===== config.mk =====
export PLATFORM = sky130hd
export DESIGN_NAME = xcpm_ctrl
export DESIGN_NICKNAME = d
export VERILOG_FILES = /design/src/hw/rtl/xcpm_pkg.sv /design/src/hw/rtl/xcpm_ctrl.sv
export SDC_FILE = /design/constraint.sdc
export NUM_CORES = 1
export LEC_CHECK = 0
export BUFFER_PORTS_ARGS = -buffer_cell sky130_fd_sc_hd__buf_4
export CORE_AREA = 5 5 54 91
export CTS_BUF_LIST = sky130_fd_sc_hd__clkbuf_16
export CTS_CLUSTER_SIZE = 28
export DETAILED_ROUTE_END_ITERATION = 12
export DIE_AREA = 0 0 59 96
export GPL_TIMING_DRIVEN = 0
export HOLD_SLACK_MARGIN = 0.05
export PLACE_DENSITY_LB_ADDON = 0.12
export SLEW_MARGIN = 20
export SYNTH_ARGS = -nofsm -noshare
export SYNTH_HDL_FRONTEND = slang
export SYNTH_SLANG_ARGS = --single-unit

===== constraint.sdc =====
create_clock -name clk -period 2.55 [get_ports clk]
set_input_delay 0.1275 -clock clk [delete_from_list [all_inputs] [get_ports clk]]
set_output_delay 0.1275 -clock clk [all_outputs]
set_load 0.01 [all_outputs]

===== src/hw/rtl/xcpm_pkg.sv =====
// xcpm_pkg: shared types, codes and helpers for the xc potential matrix element core
// no dependencies
`default_nettype none

package xcpm_pkg;

  localparam logic [3:0] OP_LOAD_WEIGHT = 4'd0;
  localparam logic [3:0] OP_LOAD_GRADZ  = 4'd7;
  localparam logic [3:0] OP_LOAD_BASIS  = 4'd8;
  localparam logic [3:0] OP_LOAD_BLAPL  = 4'd12;
  localparam logic [3:0] OP_COMPUTE     = 4'd13;

  localparam logic [1:0] MODE_NONE = 2'd0;
  localparam logic [1:0] MODE_LDA  = 2'd1;
  localparam logic [1:0] MODE_GGA  = 2'd2;
  localparam logic [1:0] MODE_META = 2'd3;

  localparam logic REG_MODE       = 1'b0;
  localparam logic REG_GRID_COUNT = 1'b1;

  localparam logic [8:0] GRID_COUNT_RESET = 9'd256;

  localparam int NUM_GRID_TABLES  = 8;
  localparam int NUM_BASIS_TABLES = 5;

  // grid table slots
  localparam int GT_WEIGHT = 0;
  localparam int GT_VRHO   = 1;
  localparam int GT_VSIGMA = 2;
  localparam int GT_VLAPL  = 3;
  localparam int GT_VTAU   = 4;
  localparam int GT_DX     = 5;
  localparam int GT_DY     = 6;
  localparam int GT_DZ     = 7;

  // basis table slots
  localparam int BT_VAL  = 0;
  localparam int BT_GX   = 1;
  localparam int BT_GY   = 2;
  localparam int BT_GZ   = 3;
  localparam int BT_LAPL = 4;

  localparam logic [4:0] STEP_FIRST   = 5'd0;
  localparam logic [4:0] STEP_LDA_END = 5'd1;
  localparam logic [4:0] STEP_GGA_END = 5'd11;
  localparam logic [4:0] STEP_ACC     = 5'd19;

  localparam logic signed [63:0] SAT_MAX = 64'sh7fff_ffff_ffff_ffff;
  localparam logic signed [63:0] SAT_MIN = 64'sh8000_0000_0000_0000;

  typedef struct packed {
    logic [3:0]         op;
    logic [4:0]         row_index;
    logic [4:0]         col_index;
    logic [7:0]         grid_index;
    logic signed [31:0] value;
  } in_item_t;

  typedef struct packed {
    logic [4:0]         out_row;
    logic [4:0]         out_col;
    logic signed [63:0] element;
    logic               saturated;
  } out_item_t;

  typedef enum logic [4:0] {
    OPND_AI, OPND_AJ, OPND_XI, OPND_XJ, OPND_YI, OPND_YJ, OPND_ZI, OPND_ZJ,
    OPND_LI, OPND_LJ, OPND_VRHO, OPND_VS2, OPND_C, OPND_VL, OPND_W,
    OPND_DX, OPND_DY, OPND_DZ, OPND_TMP, OPND_GX, OPND_GY, OPND_GZ,
    OPND_S, OPND_Q, OPND_INNER
  } opnd_t;

  typedef enum logic [2:0] {
    DST_TMP, DST_GX, DST_GY, DST_GZ, DST_S, DST_Q, DST_INNER, DST_ACC
  } dst_t;

  typedef struct packed {
    opnd_t a;
    opnd_t b;
    dst_t  dst;
    logic  acc;
  } uop_t;

  typedef struct packed {
    logic       clear;
    logic       rd;
    logic       go;
    logic [4:0] step;
  } ctl_cmd_t;

  typedef struct packed {
    logic mul_done;
  } dp_stat_t;

  function automatic uop_t step_decode(input logic [4:0] s);
    uop_t u;
    case (s)
      5'd0:  u = '{OPND_AI,   OPND_AJ,    DST_TMP,   1'b0};
      5'd1:  u = '{OPND_VRHO, OPND_TMP,   DST_INNER, 1'b0};
      5'd2:  u = '{OPND_XI,   OPND_AJ,    DST_GX,    1'b0};
      5'd3:  u = '{OPND_AI,   OPND_XJ,    DST_GX,    1'b1};
      5'd4:  u = '{OPND_YI,   OPND_AJ,    DST_GY,    1'b0};
      5'd5:  u = '{OPND_AI,   OPND_YJ,    DST_GY,    1'b1};
      5'd6:  u = '{OPND_ZI,   OPND_AJ,    DST_GZ,    1'b0};
      5'd7:  u = '{OPND_AI,   OPND_ZJ,    DST_GZ,    1'b1};
      5'd8:  u = '{OPND_DX,   OPND_GX,    DST_S,     1'b0};
      5'd9:  u = '{OPND_DY,   OPND_GY,    DST_S,     1'b1};
      5'd10: u = '{OPND_DZ,   OPND_GZ,    DST_S,     1'b1};
      5'd11: u = '{OPND_VS2,  OPND_S,     DST_INNER, 1'b1};
      5'd12: u = '{OPND_XI,   OPND_XJ,    DST_Q,     1'b0};
      5'd13: u = '{OPND_YI,   OPND_YJ,    DST_Q,     1'b1};
      5'd14: u = '{OPND_ZI,   OPND_ZJ,    DST_Q,     1'b1};
      5'd15: u = '{OPND_C,    OPND_Q,     DST_INNER, 1'b1};
      5'd16: u = '{OPND_AI,   OPND_LJ,    DST_TMP,   1'b0};
      5'd17: u = '{OPND_LI,   OPND_AJ,    DST_TMP,   1'b1};
      5'd18: u = '{OPND_VL,   OPND_TMP,   DST_INNER, 1'b1};
      default: u = '{OPND_W,  OPND_INNER, DST_ACC,   1'b1};
    endcase
    return u;
  endfunction

  // saturating add, bit 64 flags clipping
  function automatic logic [64:0] sat_add(input logic signed [63:0] a,
                                          input logic signed [63:0] b);
    logic signed [63:0] s;
    s = a + b;
    if (a[63] == b[63] && s[63] != a[63]) begin
      return {1'b1, (b[63] ? SAT_MIN : SAT_MAX)};
    end
    return {1'b0, s};
  endfunction

endpackage

`default_nettype wire


===== src/hw/rtl/xcpm_ctrl.sv =====
// xcpm_ctrl: configuration registers and sequencer over grid points and steps
// depends on xcpm_pkg
`default_nettype none

module xcpm_ctrl #(
  parameter int NBASIS = 32,
  parameter int NGRIDS = 256,
  parameter int GW     = 8
) (
  input  wire logic               clk,
  input  wire logic               rst_n,
  input  wire logic               start,
  input  wire logic [3:0]         op,
  input  wire logic [4:0]         row_index,
  input  wire logic [4:0]         col_index,
  output logic                    busy,
  output logic                    out_strobe,
  input  wire logic               cfg_wr,
  input  wire logic               cfg_index,
  input  wire logic [8:0]         cfg_data,
  input  wire xcpm_pkg::dp_stat_t stat,
  output xcpm_pkg::ctl_cmd_t      cmd,
  output logic [GW-1:0]           k
);

  import xcpm_pkg::*;

  localparam int KW = ($clog2(NGRIDS + 1) > 9) ? $clog2(NGRIDS + 1) : 9;

  typedef enum logic [4:0] {
    ST_IDLE = 5'b00001,
    ST_READ = 5'b00010,
    ST_MUL  = 5'b00100,
    ST_RUN  = 5'b01000,
    ST_OUT  = 5'b10000
  } state_t;

  state_t state_r, state_nxt;
  logic [1:0]    mode_r;
  logic [8:0]    gcnt_r;
  logic [KW-1:0] k_r, k_nxt, n;
  logic [4:0]    step_r, step_nxt, step_inc;
  logic          accept, go_compute, last_step;

  assign n = (KW'(gcnt_r) > KW'(NGRIDS)) ? KW'(NGRIDS) : KW'(gcnt_r);
  assign accept = start && (state_r == ST_IDLE) && (op == OP_COMPUTE);
  assign go_compute = (mode_r != MODE_NONE) && (32'(row_index) < 32'(NBASIS))
                    && (32'(col_index) < 32'(NBASIS)) && (n != '0);
  assign last_step = (step_r == STEP_ACC);

  always_comb begin
    if (step_r == STEP_LDA_END && mode_r == MODE_LDA) begin
      step_inc = STEP_ACC;
    end else if (step_r == STEP_GGA_END && mode_r == MODE_GGA) begin
      step_inc = STEP_ACC;
    end else begin
      step_inc = step_r + 5'd1;
    end
  end

  always_comb begin
    state_nxt = state_r;
    k_nxt     = k_r;
    step_nxt  = step_r;
    case (state_r)
      ST_IDLE: begin
        if (accept) begin
          k_nxt     = '0;
          step_nxt  = STEP_FIRST;
          state_nxt = go_compute ? ST_READ : ST_OUT;
        end
      end
      ST_READ: state_nxt = ST_MUL;
      ST_MUL:  state_nxt = ST_RUN;
      ST_RUN: begin
        if (stat.mul_done) begin
          if (!last_step) begin
            step_nxt  = step_inc;
            state_nxt = ST_MUL;
          end else begin
            step_nxt = STEP_FIRST;
            k_nxt    = k_r + KW'(1);
            state_nxt = (k_r + KW'(1) == n) ? ST_OUT : ST_READ;
          end
        end
      end
      ST_OUT:  state_nxt = ST_IDLE;
      default: state_nxt = ST_IDLE;
    endcase
  end

  always_ff @(posedge clk) begin
    if (!rst_n) begin
      state_r <= ST_IDLE;
      k_r     <= '0;
      step_r  <= STEP_FIRST;
      mode_r  <= MODE_NONE;
      gcnt_r  <= GRID_COUNT_RESET;
    end else begin
      state_r <= state_nxt;
      k_r     <= k_nxt;
      step_r  <= step_nxt;
      if (cfg_wr && cfg_index == REG_MODE) begin
        mode_r <= cfg_data[1:0];
      end
      if (cfg_wr && cfg_index == REG_GRID_COUNT) begin
        gcnt_r <= cfg_data;
      end
    end
  end

  assign busy       = (state_r != ST_IDLE);
  assign out_strobe = (state_r == ST_OUT);
  assign cmd.clear  = accept;
  assign cmd.rd     = (state_r == ST_READ);
  assign cmd.go     = (state_r == ST_MUL);
  assign cmd.step   = step_r;
  assign k          = k_r[GW-1:0];

endmodule

`default_nettype wire


==> run_results.csv <==
group,metric,value,unit
setup_path,worstSetupPathType,"reg -> reg",
layout,stdcell_count,328,
setup_path,r2r-end,"state_r[1]",
detailed_routing,ant_nets,0,
floorplan,die_w,59,µm
pwr,p_per_area,571.8,nW/µm²
clocking,clock_latency,0.27,ns
floorplan,num_io_pins,47,
yosys,ys.flop_type,"dfxtp_1",
timing,finalCritPeriodShare,94.60,%
timing,finalCriticalPeriod,2.412,ns
yosys,synthMuxAreaShare,2.728,%
pwr,p_leak,0.9828,nW
floorplan,core-area,4111,µm²
yosys,synth_nets,266,
yosys,synth_top_area_share,31.94,%
clocking,clock_sinks,30,
layout,final_cell_mix,"buf_4, nand2_1, dfxtp_1",
hold_path,min_path_cells,3,
placed_design,port_buffers,36,
yosys,postSynthCellCount,234,
placed_design,post-place-cells,319,
yosys,ys_types,55,
clocking,cts-root-buf,"clkbuf_16",
yosys,synth_compound_area_share,19.89,%
setup_path,reg2regPathDepth,7,
global_routing,antenna_found_initial,0,
detailed_routing,dr.pass1.iters,4,
layout,num_antenna_cells,0,
global_routing,track_usage,17.20,%
floorplan,dieArea,5664,µm²
floorplan,rows,31,
layout,design_area,2397,µm²
setup_path,r2r_setup_slack,0.14,ns
yosys,synth_edf_count,0,
floorplan,die_h,96,µm
timing,setup_tns,0,ns
timing,finalHoldViolCount,0,
setup_path,worstPathArrival,2.57,ns
floorplan,start_util,45.74,%
layout,utilization,58.31,%
detailed_routing,drt_iter0_drc,35,
layout,final_common_cell,"buf_4",
detailed_routing,routed_via_density,5.430,
hold_path,hold_class,"in -> reg",
layout,finalNetCount,310,
timing,rsz0062_at_grt,"yes",
clocking,clk_pin_slew_worst_paths,0.05,ns
yosys,ys_top_cells_by_area,"dfxtp_1, nand2_1, xnor2_1, nor2_1, a21boi_0",
timing,max_freq,414.5,MHz
yosys,synthSimpleGateAreaFrac,30.87,%
yosys,ys.warnings.count,0,
detailed_routing,wl,4.446,mm
yosys,yosysSeqAreaShare,31.94,%
placed_design,dpl.hpwl,3.553,mm
yosys,synthXorXnorAreaFrac,6.055,%
layout,area_delta_synth_final,27.48,%
hold_path,hold_end,"gcnt_r[8]",
yosys,postSynthAreaPerCell,8.037,µm²
placed_design,place_ws,-0.1620,ns
global_routing,grt_pass1_vias,1747,
timing,setup_ws,0.1377,ns
pwr,power,1.371,mW
detailed_routing,vias,1781,
detailed_routing,wire_per_inst,13.55,µm
yosys,async_reset_ff_share,0,%
setup_path,end_kind,"register",
clocking,htree_levels,2,
global_routing,grt_pass1_wl,7.527,mm
clocking,clock_path_buffers,2,
placed_design,place_area,2212,µm²
clocking,cts_made_buffers,5,
detailed_routing,drcViolationCount,0,
setup_path,path_max_fanout,9,
global_routing,overflow,0,
outcome,outcome,"finished, final reports clean",
yosys,synth_fa_ha_area_share,1.996,%
yosys,synth_top_family_by_area,"simple AND/OR/NAND/NOR gates",
yosys,ys_seq_elements,30,
yosys,syn-cell-area,1881,µm²
timing,slew_violations,0,
yosys,synth_area_leader_cell,"dfxtp_1",
setup_path,r2r_start,"k_r[2]",
setup_path,critical_path_required,2.71,ns
timing,holdWs,0.06532,ns
timing,worst_clock_skew,0.006291,ns
timing,worst_pin_slew,0.4655,ns
global_routing,grt_start_max_net_pins,11,
clocking,hold_buffers,0,
layout,drive_gt1_share,24.73,%
timing,max_slew_margin,68.85,%
pwr,ir_drop,0.5215,mV
placed_design,gp_congestion,0.7801,
job,max_cap_viol_count,0,
setup_path,cp-start-kind,"register",
hold_path,worstHoldStart,"cfg_data[8]",
clocking,cts_tree,"yes",
timing,finalSetupViolCount,0,
## registers in the layout, indices dropped and copies added (netlist names)
name,cells
gcnt_r,9
mode_r,2
step_r,5
k_r,9
state_r,5
## worst max-delay path: stages (launching register included)
cell and delay [ns]:
dfxtp_1 0.32, clkbuf_1 0.29, and4_1 0.23, clkbuf_1 0.25, mux2i_1 0.11, or3_1 0.36, or4_1 0.50, a22o_1 0.22
## timing repair
action / CTS / global route
endpoints found under the setup margin: 6 / 4
gates resized for setup: 5 / 4
buffers inserted: 0 / 1
## kinds of logic (layout without fill, tap and decap cells)
| family | Yosys count | count (layout) |
|---|---|---|
| adders and majority gates | 3 | 3 |
| muxes | 5 | 5 |
| xor gates and xnor gates | 13 | 13 |
| DFF | 30 | 30 |
| AOI/OAI and AO/OA | 52 | 52 |
| and+or+nand+nor | 108 | 108 |
| buffers and inverters | 23 | 68 |
## Yosys cell counts, types with 2 or more instances
library cell and n:
dfxtp_1 30, nand2_1 30, nor2_1 23, a21boi_0 11, xnor2_1 10, buf_4 9, clkbuf_1 8, nand3_1 8
o21ai_0 7, a21oi_1 5, and3_1 5, nand2b_1 5, nor2b_1 5, or3_1 5, a211oi_1 4, mux2i_1 4
a31oi_1 3, and2_1 3, ha_1 3, inv_1 3, nor3_1 3, o21ai_1 3, or2_2 3, xor2_1 3
a21o_1 2, a22o_1 2, a311oi_1 2, and4b_1 2, buf_2 2, o2111ai_1 2, o21a_1 2, o31ai_1 2
o32ai_1 2, or4b_1 2
## worst max-delay path by stage
stage | start | end | slack, ns | depth (start not counted)
after global placement | step_r[0] | k_r[6] | -0.14 | 7
after detailed placement | step_r[0] | k_r[6] | -0.16 | 7
after global routing | step_r[1] | k_r[7] | -0.003 | 9
after floorplan | step_r[0] | k_r[6] | 0.08 | 7
final | k_r[2] | state_r[1] | 0.14 | 7
after CTS | step_r[1] | k_r[6] | 0.01 | 7
## per-layer routing
layer  up-vias  part of all wire [%]  track usage, %  routed length (µm)
li1        915                     -               -                   -
met1       823                    36           15.26                1599
met2        34                    58           35.24                2570
met3         9                   4.1           3.356                 182
met4         0                   2.1           7.372                  93
met5         -                     0               0                   0
## cell type report
class,instances,area (µm²)
Buffer,20,111.4
Inverter,3,11.26
Fill cell,413,1714
Timing Repair Buffer,37,277.8
Sequential cell,30,605.6
Multi-Input combinational cell,181,1192
Clock inverter,3,12.51
Tap cell,49,61.31
Clock buffer,5,125.1
## report_power, final
group,switching [mW],internal [mW]
combinational,0.148,0.133
clock,0.195,0.351
sequential,0.0394,0.503
total,0.383,0.988
(Power assumes the default switching activity.)
